File: src/hw/rtl/pctt_pkg.sv
// Shared types and codes of the periodic callback timer table.
package pctt_pkg;

   localparam int TIME_W   = 64;
   localparam int PERIOD_W = 32;
   localparam int MASK_W   = 8;
   localparam int IDX_W    = 3;

   localparam logic OP_TICK = 1'b0;
   localparam logic OP_ARM  = 1'b1;

   typedef struct packed {
      logic load_in;   // capture the accepted request beat
      logic arm_wr;    // write the captured slot
      logic rd_en;     // read one slot of the sweep
      logic load_out;  // move the finished result to the output register
   } cmd_type;

   typedef struct packed {
      logic out_busy;  // output register still holds an untaken beat
   } status_type;

endpackage

File: src/hw/rtl/pctt_if.sv
// Request and response channel interfaces of the timer table.
interface pctt_req_if;
   logic                           valid;
   logic                           ready;
   logic                           operation;
   logic [pctt_pkg::IDX_W-1:0]     slot_index;
   logic [pctt_pkg::PERIOD_W-1:0]  period_ticks;

   modport source (output valid, operation, slot_index, period_ticks, input ready);
   modport sink   (input valid, operation, slot_index, period_ticks, output ready);
endinterface

interface pctt_rsp_if;
   logic                          valid;
   logic                          ready;
   logic [pctt_pkg::MASK_W-1:0]   fired_mask;
   logic [pctt_pkg::TIME_W-1:0]   current_time;

   modport source (output valid, fired_mask, current_time, input ready);
   modport sink   (input valid, fired_mask, current_time, output ready);
endinterface

File: src/hw/rtl/periodic_callback_timer_table.sv
// Top level of the periodic callback timer table.
//
//   channel    dir   beat contents
//   req_chan   in    operation, slot_index, period_ticks
//   rsp_chan   out   fired_mask, current_time
//
// A tick reads the slot store once per slot, writes back the last slot (if it
// fired) in the drain state and then loads the result into the output
// register. An arm writes its slot and then loads the result. Requests are
// taken one at a time: the next request is accepted only once the result of
// the last one has been loaded.
// Reset clears the tick counter and all armed bits; the slot store needs no
// clearing. A stalled response holds the result; the next request may still
// be accepted and is worked on, its result waiting for the beat to leave.
module periodic_callback_timer_table #(
   parameter int NUM_SLOTS = 8
) (
   input  logic        clock,
   input  logic        reset,
   pctt_req_if.sink    req_chan,
   pctt_rsp_if.source  rsp_chan
);
   localparam int SLOT_W = (NUM_SLOTS > 1) ? $clog2(NUM_SLOTS) : 1;

   pctt_pkg::cmd_type    cmd;
   pctt_pkg::status_type status;
   logic [SLOT_W-1:0]    scan_idx;

   pctt_ctrl #(.NUM_SLOTS(NUM_SLOTS)) u_ctrl (
      .clock     (clock),
      .reset     (reset),
      .req_valid (req_chan.valid),
      .req_op    (req_chan.operation),
      .req_ready (req_chan.ready),
      .status    (status),
      .cmd       (cmd),
      .scan_idx  (scan_idx)
   );

   pctt_dp #(.NUM_SLOTS(NUM_SLOTS)) u_dp (
      .clock      (clock),
      .reset      (reset),
      .cmd        (cmd),
      .status     (status),
      .scan_idx   (scan_idx),
      .req_op     (req_chan.operation),
      .req_idx    (req_chan.slot_index),
      .req_period (req_chan.period_ticks),
      .rsp_valid  (rsp_chan.valid),
      .rsp_ready  (rsp_chan.ready),
      .rsp_mask   (rsp_chan.fired_mask),
      .rsp_time   (rsp_chan.current_time)
   );
endmodule

File: src/hw/rtl/pctt_ram.sv
// Generic simple dual-port RAM with registered read.
module pctt_ram #(
   parameter int WIDTH = 96,
   parameter int DEPTH = 8,
   localparam int AW = (DEPTH > 1) ? $clog2(DEPTH) : 1
) (
   input  logic                   clock,
   input  logic                   wr_en,
   input  logic [AW-1:0]          wr_addr,
   input  logic [WIDTH-1:0]       wr_data,
   input  logic                   rd_en,
   input  logic [AW-1:0]          rd_addr,
   output logic [WIDTH-1:0]       rd_data
);
   logic [WIDTH-1:0] mem_ff [DEPTH];
   logic [WIDTH-1:0] rd_data_ff;

   always_ff @(posedge clock) begin
      if (wr_en) begin
         mem_ff[wr_addr] <= wr_data;
      end
      if (rd_en) begin
         rd_data_ff <= mem_ff[rd_addr];
      end
   end

   assign rd_data = rd_data_ff;
endmodule

File: src/hw/rtl/pctt_ctrl.sv
// Controller: sequences arm writes and the per-tick slot sweep.
module pctt_ctrl #(
   parameter int NUM_SLOTS = 8,
   localparam int SLOT_W = (NUM_SLOTS > 1) ? $clog2(NUM_SLOTS) : 1
) (
   input  logic                  clock,
   input  logic                  reset,
   input  logic                  req_valid,
   input  logic                  req_op,
   output logic                  req_ready,
   input  pctt_pkg::status_type  status,
   output pctt_pkg::cmd_type     cmd,
   output logic [SLOT_W-1:0]     scan_idx
);
   localparam logic [SLOT_W-1:0] LAST_SLOT = SLOT_W'(NUM_SLOTS - 1);

   localparam logic [2:0] ST_IDLE  = 3'd0;
   localparam logic [2:0] ST_ARM   = 3'd1;
   localparam logic [2:0] ST_SCAN  = 3'd2;
   localparam logic [2:0] ST_DRAIN = 3'd3;
   localparam logic [2:0] ST_DONE  = 3'd4;

   logic [2:0]        state_ff, state_in;
   logic [SLOT_W-1:0] cnt_ff, cnt_in;

   always_comb begin
      state_in  = state_ff;
      cnt_in    = cnt_ff;
      cmd       = '0;
      req_ready = 1'b0;
      case (state_ff)
         ST_IDLE: begin
            req_ready = 1'b1;
            if (req_valid) begin
               cmd.load_in = 1'b1;
               cnt_in      = '0;
               state_in    = (req_op == pctt_pkg::OP_ARM) ? ST_ARM : ST_SCAN;
            end
         end
         ST_ARM: begin
            cmd.arm_wr = 1'b1;
            state_in   = ST_DONE;
         end
         ST_SCAN: begin
            cmd.rd_en = 1'b1;
            if (cnt_ff == LAST_SLOT) begin
               state_in = ST_DRAIN;
            end else begin
               cnt_in = cnt_ff + 1'b1;
            end
         end
         ST_DRAIN: begin
            // last read comes back and is written back here if the slot fired
            state_in = ST_DONE;
         end
         ST_DONE: begin
            if (!status.out_busy) begin
               cmd.load_out = 1'b1;
               state_in     = ST_IDLE;
            end
         end
         default: begin
            state_in = ST_IDLE;
         end
      endcase
   end

   always_ff @(posedge clock) begin
      if (reset) begin
         state_ff <= ST_IDLE;
         cnt_ff   <= '0;
      end else begin
         state_ff <= state_in;
         cnt_ff   <= cnt_in;
      end
   end

   assign scan_idx = cnt_ff;

   a_no_load_when_busy: assert property (@(posedge clock) disable iff (reset)
      cmd.load_out |-> !status.out_busy)
      else $error("result loaded over an untaken beat");

   a_sweep_ends: assert property (@(posedge clock) disable iff (reset)
      (state_ff == ST_SCAN && cnt_ff == LAST_SLOT) |=> state_ff == ST_DRAIN)
      else $error("sweep did not end after the last slot");

   a_one_cmd: assert property (@(posedge clock) disable iff (reset)
      $onehot0({cmd.load_in, cmd.arm_wr, cmd.rd_en, cmd.load_out}))
      else $error("more than one command at once");
endmodule

File: src/hw/rtl/pctt_dp.sv
// Datapath: tick counter, slot store, compare and advance, output register.
module pctt_dp #(
   parameter int NUM_SLOTS = 8,
   localparam int SLOT_W = (NUM_SLOTS > 1) ? $clog2(NUM_SLOTS) : 1
) (
   input  logic                              clock,
   input  logic                              reset,
   input  pctt_pkg::cmd_type                 cmd,
   output pctt_pkg::status_type              status,
   input  logic [SLOT_W-1:0]                 scan_idx,
   input  logic                              req_op,
   input  logic [pctt_pkg::IDX_W-1:0]        req_idx,
   input  logic [pctt_pkg::PERIOD_W-1:0]     req_period,
   output logic                              rsp_valid,
   input  logic                              rsp_ready,
   output logic [pctt_pkg::MASK_W-1:0]       rsp_mask,
   output logic [pctt_pkg::TIME_W-1:0]       rsp_time
);
   localparam int ENT_W  = pctt_pkg::PERIOD_W + pctt_pkg::TIME_W;

   logic [pctt_pkg::TIME_W-1:0]    tick_ff, tick_in;
   logic                           op_ff;
   logic [pctt_pkg::IDX_W-1:0]     idx_ff;
   logic [pctt_pkg::PERIOD_W-1:0]  period_ff;
   logic [NUM_SLOTS-1:0]           armed_ff, armed_in;
   logic                           chk_valid_ff;
   logic [SLOT_W-1:0]              chk_addr_ff;
   logic [pctt_pkg::MASK_W-1:0]    mask_ff, mask_in;
   logic                           rsp_valid_ff, rsp_valid_in;
   logic [pctt_pkg::MASK_W-1:0]    rsp_mask_ff;
   logic [pctt_pkg::TIME_W-1:0]    rsp_time_ff;

   logic                           arm_ok;
   logic                           fire;
   logic                           wr_en;
   logic [SLOT_W-1:0]              wr_addr;
   logic [ENT_W-1:0]               wr_data;
   logic [ENT_W-1:0]               rd_data;
   logic [pctt_pkg::PERIOD_W-1:0]  rd_period;
   logic [pctt_pkg::TIME_W-1:0]    rd_due;

   // slot store: period over due time
   pctt_ram #(.WIDTH(ENT_W), .DEPTH(NUM_SLOTS)) u_slots (
      .clock   (clock),
      .wr_en   (wr_en),
      .wr_addr (wr_addr),
      .wr_data (wr_data),
      .rd_en   (cmd.rd_en),
      .rd_addr (scan_idx),
      .rd_data (rd_data)
   );

   assign rd_period = rd_data[ENT_W-1 -: pctt_pkg::PERIOD_W];
   assign rd_due    = rd_data[pctt_pkg::TIME_W-1:0];

   // drop arms to slots beyond the table
   assign arm_ok = cmd.arm_wr && (32'(idx_ff) < 32'(NUM_SLOTS));
   assign fire   = chk_valid_ff && armed_ff[chk_addr_ff] && (rd_due <= tick_ff);

   always_comb begin
      wr_en   = 1'b0;
      wr_addr = chk_addr_ff;
      wr_data = {rd_period, rd_due + {{(pctt_pkg::TIME_W-pctt_pkg::PERIOD_W){1'b0}}, rd_period}};
      if (arm_ok) begin
         wr_en   = 1'b1;
         wr_addr = SLOT_W'(idx_ff);
         wr_data = {period_ff,
                    tick_ff + {{(pctt_pkg::TIME_W-pctt_pkg::PERIOD_W){1'b0}}, period_ff}};
      end else if (fire) begin
         wr_en = 1'b1;
      end
   end

   always_comb begin
      armed_in = armed_ff;
      if (arm_ok) begin
         armed_in[SLOT_W'(idx_ff)] = 1'b1;
      end
   end

   always_comb begin
      mask_in = mask_ff;
      if (cmd.load_in) begin
         mask_in = '0;
      end
      for (int b = 0; b < pctt_pkg::MASK_W; b++) begin
         if (fire && (32'(chk_addr_ff) == 32'(b))) begin
            mask_in[b] = 1'b1;
         end
      end
   end

   always_comb begin
      tick_in = tick_ff;
      if (cmd.load_in && req_op == pctt_pkg::OP_TICK) begin
         tick_in = tick_ff + 1'b1;
      end
   end

   always_comb begin
      rsp_valid_in = rsp_valid_ff;
      if (cmd.load_out) begin
         rsp_valid_in = 1'b1;
      end else if (rsp_ready) begin
         rsp_valid_in = 1'b0;
      end
   end

   always_ff @(posedge clock) begin
      if (reset) begin
         tick_ff      <= '0;
         armed_ff     <= '0;
         chk_valid_ff <= 1'b0;
         rsp_valid_ff <= 1'b0;
      end else begin
         tick_ff      <= tick_in;
         armed_ff     <= armed_in;
         chk_valid_ff <= cmd.rd_en;
         rsp_valid_ff <= rsp_valid_in;
      end
   end

   always_ff @(posedge clock) begin
      chk_addr_ff <= scan_idx;
      mask_ff     <= mask_in;
      if (cmd.load_in) begin
         op_ff     <= req_op;
         idx_ff    <= req_idx;
         period_ff <= req_period;
      end
      if (cmd.load_out) begin
         rsp_mask_ff <= (op_ff == pctt_pkg::OP_ARM) ? '0 : mask_ff;
         rsp_time_ff <= tick_ff;
      end
   end

   assign status.out_busy = rsp_valid_ff && !rsp_ready;
   assign rsp_valid       = rsp_valid_ff;
   assign rsp_mask        = rsp_mask_ff;
   assign rsp_time        = rsp_time_ff;

   a_no_write_clash: assert property (@(posedge clock) disable iff (reset)
      !(cmd.arm_wr && chk_valid_ff))
      else $error("arm write overlaps a sweep write-back");

   a_tick_advances: assert property (@(posedge clock) disable iff (reset)
      (cmd.load_in && req_op == pctt_pkg::OP_TICK) |=> tick_ff == $past(tick_ff) + 1'b1)
      else $error("tick counter did not advance on a tick");

   a_arm_sets_slot: assert property (@(posedge clock) disable iff (reset)
      arm_ok |=> armed_ff != '0)
      else $error("armed slot not marked");
endmodule

File: src/flat_wrapper.sv
// flat-port wrapper written by rule: the top's interface ports become plain ports
module periodic_callback_timer_table_flat 
#(
   parameter int NUM_SLOTS = 8
)
  (clock, reset, req_chan_valid, req_chan_operation, req_chan_slot_index, req_chan_period_ticks, req_chan_ready, rsp_chan_valid, rsp_chan_fired_mask, rsp_chan_current_time, rsp_chan_ready);
  pctt_req_if req_chan_i ();
  pctt_rsp_if rsp_chan_i ();
  input  logic clock;
  input  logic reset;
  input wire logic [$bits(req_chan_i.valid)-1:0] req_chan_valid;
  input wire logic [$bits(req_chan_i.operation)-1:0] req_chan_operation;
  input wire logic [$bits(req_chan_i.slot_index)-1:0] req_chan_slot_index;
  input wire logic [$bits(req_chan_i.period_ticks)-1:0] req_chan_period_ticks;
  output wire logic [$bits(req_chan_i.ready)-1:0] req_chan_ready;
  output wire logic [$bits(rsp_chan_i.valid)-1:0] rsp_chan_valid;
  output wire logic [$bits(rsp_chan_i.fired_mask)-1:0] rsp_chan_fired_mask;
  output wire logic [$bits(rsp_chan_i.current_time)-1:0] rsp_chan_current_time;
  input wire logic [$bits(rsp_chan_i.ready)-1:0] rsp_chan_ready;
  assign req_chan_i.valid = req_chan_valid;
  assign req_chan_i.operation = req_chan_operation;
  assign req_chan_i.slot_index = req_chan_slot_index;
  assign req_chan_i.period_ticks = req_chan_period_ticks;
  assign req_chan_ready = req_chan_i.ready;
  assign rsp_chan_valid = rsp_chan_i.valid;
  assign rsp_chan_fired_mask = rsp_chan_i.fired_mask;
  assign rsp_chan_current_time = rsp_chan_i.current_time;
  assign rsp_chan_i.ready = rsp_chan_ready;
  periodic_callback_timer_table #(.NUM_SLOTS(NUM_SLOTS)) u_core (.clock(clock), .reset(reset), .req_chan(req_chan_i), .rsp_chan(rsp_chan_i));
endmodule
File: config.mk
export PLATFORM = sky130hd
export DESIGN_NAME = periodic_callback_timer_table_flat
export DESIGN_NICKNAME = d
export VERILOG_FILES = /design/src/hw/rtl/pctt_pkg.sv /design/src/hw/rtl/pctt_if.sv /design/src/hw/rtl/periodic_callback_timer_table.sv /design/src/hw/rtl/pctt_ram.sv /design/src/hw/rtl/pctt_ctrl.sv /design/src/hw/rtl/pctt_dp.sv /design/src/flat_wrapper.sv
export SDC_FILE = /design/constraint.sdc
export NUM_CORES = 1
export LEC_CHECK = 0
export BUFFER_PORTS_ARGS = -buffer_cell sky130_fd_sc_hd__buf_4
export CAP_MARGIN = 20
export CORE_MARGIN = 2
export CORE_UTILIZATION = 35
export CTS_BUF_LIST = sky130_fd_sc_hd__clkbuf_8 sky130_fd_sc_hd__clkbuf_16
export DETAILED_ROUTE_END_ITERATION = 6
export GPL_ROUTABILITY_DRIVEN = 0
export PLACE_DENSITY = 0.58
export SYNTH_ARGS = -nofsm -noshare
export SYNTH_HDL_FRONTEND = slang
export SYNTH_HIERARCHICAL = 1
export SYNTH_SLANG_ARGS = --single-unit
File: constraint.sdc
create_clock -name clock -period 13.3 [get_ports clock]
set_input_delay 0 -clock clock [delete_from_list [all_inputs] [get_ports clock]]
set_output_delay 0 -clock clock [all_outputs]
set_load 0.05 [all_outputs]
==> out/summary.txt <==
status: complete, no violations
die height: 369 um
final max-slew violation count: 0
CP Class: register to register
slew at the pin closest to its max-slew limit: 1.10 ns
mapped cell area: 46700 um^2
num rows: 133
core footprint: 132000 um^2
pin count of the biggest net entering global routing: 100
asr flop ratio synth: 0%
clock latency on the worst-skew pair: 0.71 ns
Synth Area in Adders: 3.60%
Worst Setup Start Kind: register
Post-CTS Resized: 0
min Tclk post-route: 6.16 ns
Synth Area in Simple Gates: 6.18%
CP Capture Type: register
R2R cell count: 14
Worst Hold Depth: 2
Pwr Density: 137 nW/um^2
R2R Path Start: u_core/u_dp/tick_ff[17]$_SDFFE_PP0P_
register bit total from synthesis: 1063
Longest Clk Path Bufs: 3
total grt overflow: 0
io pins: 114
synth warn: 6
vias in the first global route: 26700
TNS Setup: 0 ns
Post-Syn Instances: 2887
DRC Markers: 0
H-tree depth: 3
port buffer count: 113
final hold violations: 0
Routed WL per cell: 24.7 um
main combinational cell family by area after synthesis: multiplexers
multiplexer share of the synthesized area: 13.3%
vias per inst: 5.38
Hold Buf Count CTS: 49
unrepaired setup endpoints after global routing: false
Post-Synth XOR/XNOR Area: 3.08%
Most used DFF post-synth: edfxtp_1
Num Clock Sinks: 1063
Initial Util: 35.4%
Synth Area in Compound Gates: 5.33%
Die Wd: 369 um
r2r setup slk: 7.14 ns
EDFF count, synth: 972
final worst setup slack: 7.14 ns
CTS root buf: clkbuf_16
Die ar.: 136000 um^2
relative slew slack: 26.2%
Worst Skew: 0.0371 ns
ant diodes: 0
Seq/Total Area, Yosys: 66.4%
vias after detailed routing: 26600
GRT Total Usage: 17.8%
initial antenna violation count: 0
DRT Pass-1 Iters: 6
Synth Net Count: 3060
Peak VDD IR: 0.102 mV
Mean Syn Cell Area: 16.2 um^2
CTS clk-pin slew, worst paths: 0.06 ns
routed wl met2: 56.9 mm
r2r endpoint: u_core/u_dp/u_slots/mem_ff[1][34]$_DFFE_PP_
Post-CTS Setup Repair Bufs: 0
Metal-1 WL: 55.5 mm
ANT nets after route: 0
TritonCTS clock tree: yes
Worst EP arrival: 6.47 ns
clock buffer count from CTS: 106
hpwl dp: 78.6 mm
Period Utilization, post-route: 46.3%
share of layout cells above drive strength 1: 21.0%
maximum clock rate: 162 MHz
worst hold path startpoint: req_chan_period_ticks[25]
DR top layer: met4
Data required, critical path: 13.61 ns
Worst Hold Class: input port to register
Final nets: 3264
Setup violations, final: 0
max cap viols: 0
Routed met3 length: 7.58 mm
Critical Path Fanout Max: 38
final WL: 122 mm
Area Overhead vs Synth: 14.6%
Leak: 17.2 nW
first-pass GRT wire length: 181 mm
DP Worst Slack: 7.02 ns
Yosys cell types: 75
Initial DRC Count: 2860
Worst Hold End: u_core/u_dp/period_ff[25]$_DFFE_PP_
kinds of logic (layout without fill, tap and decap cells):
logic type,Yosys count,count (layout)
compound gates,386,386
xor+xnor,164,164
fa+ha+maj,133,133
buf+inv,208,502
flops,1063,1063
mux,363,363
simple gates,570,570
placed cells by master, fill, tap and decap left out, drive strengths merged, types with 8 or more instances in the layout:
cell type    synthesis  final
a31oi               11     11
nor4                29     29
nand4               52     52
nor3                46     46
and3                25     25
nor2b               21     21
mux2i               36     36
and4                10     10
ha                 131    131
o21bai              10     10
nand2b              19     19
buf                 50    160
clkinv               2     39
edfxtp             972    972
or3                 23     23
mux2               133    133
nand2              110    110
a2111oi              8      8
nand3               50     50
o21ai               95     95
o211ai              21     21
xnor2              136    136
bufinv               0      8
a21oi              110    110
o21a                10     10
nor2               144    144
and2                14     14
clkbuf              64    113
inv                 92    130
a21o                44     44
dlygate4sd3          0     49
dfxtp               91     91
a211oi              16     16
xor2                28     28
or2                  9      9
mux4               194    194
state kept, by name, summed over array words and instances (netlist names), 8 cells and up:
signal / cells
u_core/u_dp/period_ff: 32
u_core/u_dp/rsp_mask: 8
u_core/u_dp/u_slots/rd_data: 96
u_core/u_dp/u_slots/mem_ff: 768
u_core/u_dp/mask_ff: 8
u_core/u_dp/armed_ff: 8
u_core/u_dp/rsp_time: 64
u_core/u_dp/tick_ff: 64
final cells by class:
type | count | area [um^2]
fill | 11900 | 78500
clock buffer | 112 | 2770
clock inverter | 86 | 631
sequential | 1063 | 31000
inverter | 94 | 353
multi-input combinational | 1616 | 14800
timing repair buffer | 210 | 1730
tap | 1755 | 2200
power breakdown:
group / internal (W) / switching (W) / total, W
registers: 0.00379 / 0.0000512 / 0.00384
clock network: 0.00165 / 0.00127 / 0.00292
logic: 0.000209 / 0.000363 / 0.000572
Yosys cell counts (14+ instances only):
library cell / instances / area share, %
nand4_1: 52 / 0.70
nor3_1: 45 / 0.48
o211ai_1: 21 / 0.34
xor2_1: 28 / 0.53
inv_1: 91 / 0.73
nor4_1: 28 / 0.38
mux2i_1: 36 / 0.77
buf_6: 21 / 0.51
and2_1: 14 / 0.19
ha_1: 131 / 3.5
or3_1: 23 / 0.31
nand2b_1: 19 / 0.25
a21oi_1: 109 / 1.2
buf_1: 18 / 0.14
nor2_1: 142 / 1.1
and3_1: 25 / 0.34
mux4_2: 194 / 9.4
o21ai_0: 87 / 0.93
mux2_2: 133 / 3.2
a211oi_1: 16 / 0.26
xnor2_1: 136 / 2.6
nand3_1: 50 / 0.54
a21o_1: 44 / 0.71
nand2_1: 110 / 0.88
clkbuf_1: 64 / 0.51
nor2b_1: 21 / 0.28
dfxtp_1: 91 / 3.9
edfxtp_1: 972 / 63
critical path, stage by stage, from the launching register on:
cell	delay [ns]
dfxtp_1	0.42
inv_1	0.12
ha_1	0.32
a21oi_1	0.15
o21ai_0	0.15
a221o_1	0.44
a2111o_1	0.45
a211oi_1	0.44
o31ai_1	0.12
o21a_1	0.23
o21ai_0	0.35
nand2b_1	0.29
nor2_4	0.85
buf_4	0.68
buf_4	0.71
metal layers:
metal,global-route usage [%],vias up
li1,-,11800
met1,25.9,13700
met2,28.2,868
met3,2.86,133
met4,3.59,0
met5,0,-
stage by stage:
stage	power [W]	utilization [%]	cell area (um^2)	hold slack (ns)	cells
4_1_cts	0.00741	40.5	53500	0.000478	4934
3_5_place_dp	0.00447	37.6	49600	0.182	4687
3_3_place_gp	0.00447	37.5	49600	0.180	4685
6_report	0.00734	40.5	53500	0.0317	4936
2_1_floorplan	0.00428	-	46700	0.0643	2887
5_1_grt	0.00759	40.5	53500	0.00985	4936
worst max-delay path by stage:
stage	start	slack, ns	endpoint
after global routing	u_core/u_dp/tick_ff[19]$_SDFFE_PP0P_	6.86	u_core/u_dp/u_slots/mem_ff[1][81]$_DFFE_PP_
final	u_core/u_dp/tick_ff[17]$_SDFFE_PP0P_	7.14	u_core/u_dp/u_slots/mem_ff[1][34]$_DFFE_PP_
after global placement	u_core/u_dp/tick_ff[19]$_SDFFE_PP0P_	7.06	u_core/u_dp/u_slots/mem_ff[5][55]$_DFFE_PP_
after detailed placement	u_core/u_dp/tick_ff[17]$_SDFFE_PP0P_	7.02	u_core/u_dp/u_slots/mem_ff[5][55]$_DFFE_PP_
after CTS	u_core/u_dp/tick_ff[17]$_SDFFE_PP0P_	6.97	u_core/u_dp/u_slots/mem_ff[5][41]$_DFFE_PP_
after floorplan	u_core/u_dp/tick_ff[21]$_SDFFE_PP0P_	3.45	u_core/u_dp/u_slots/mem_ff[0][0]$_DFFE_PP_
Power figures use the tool's default switching activity.
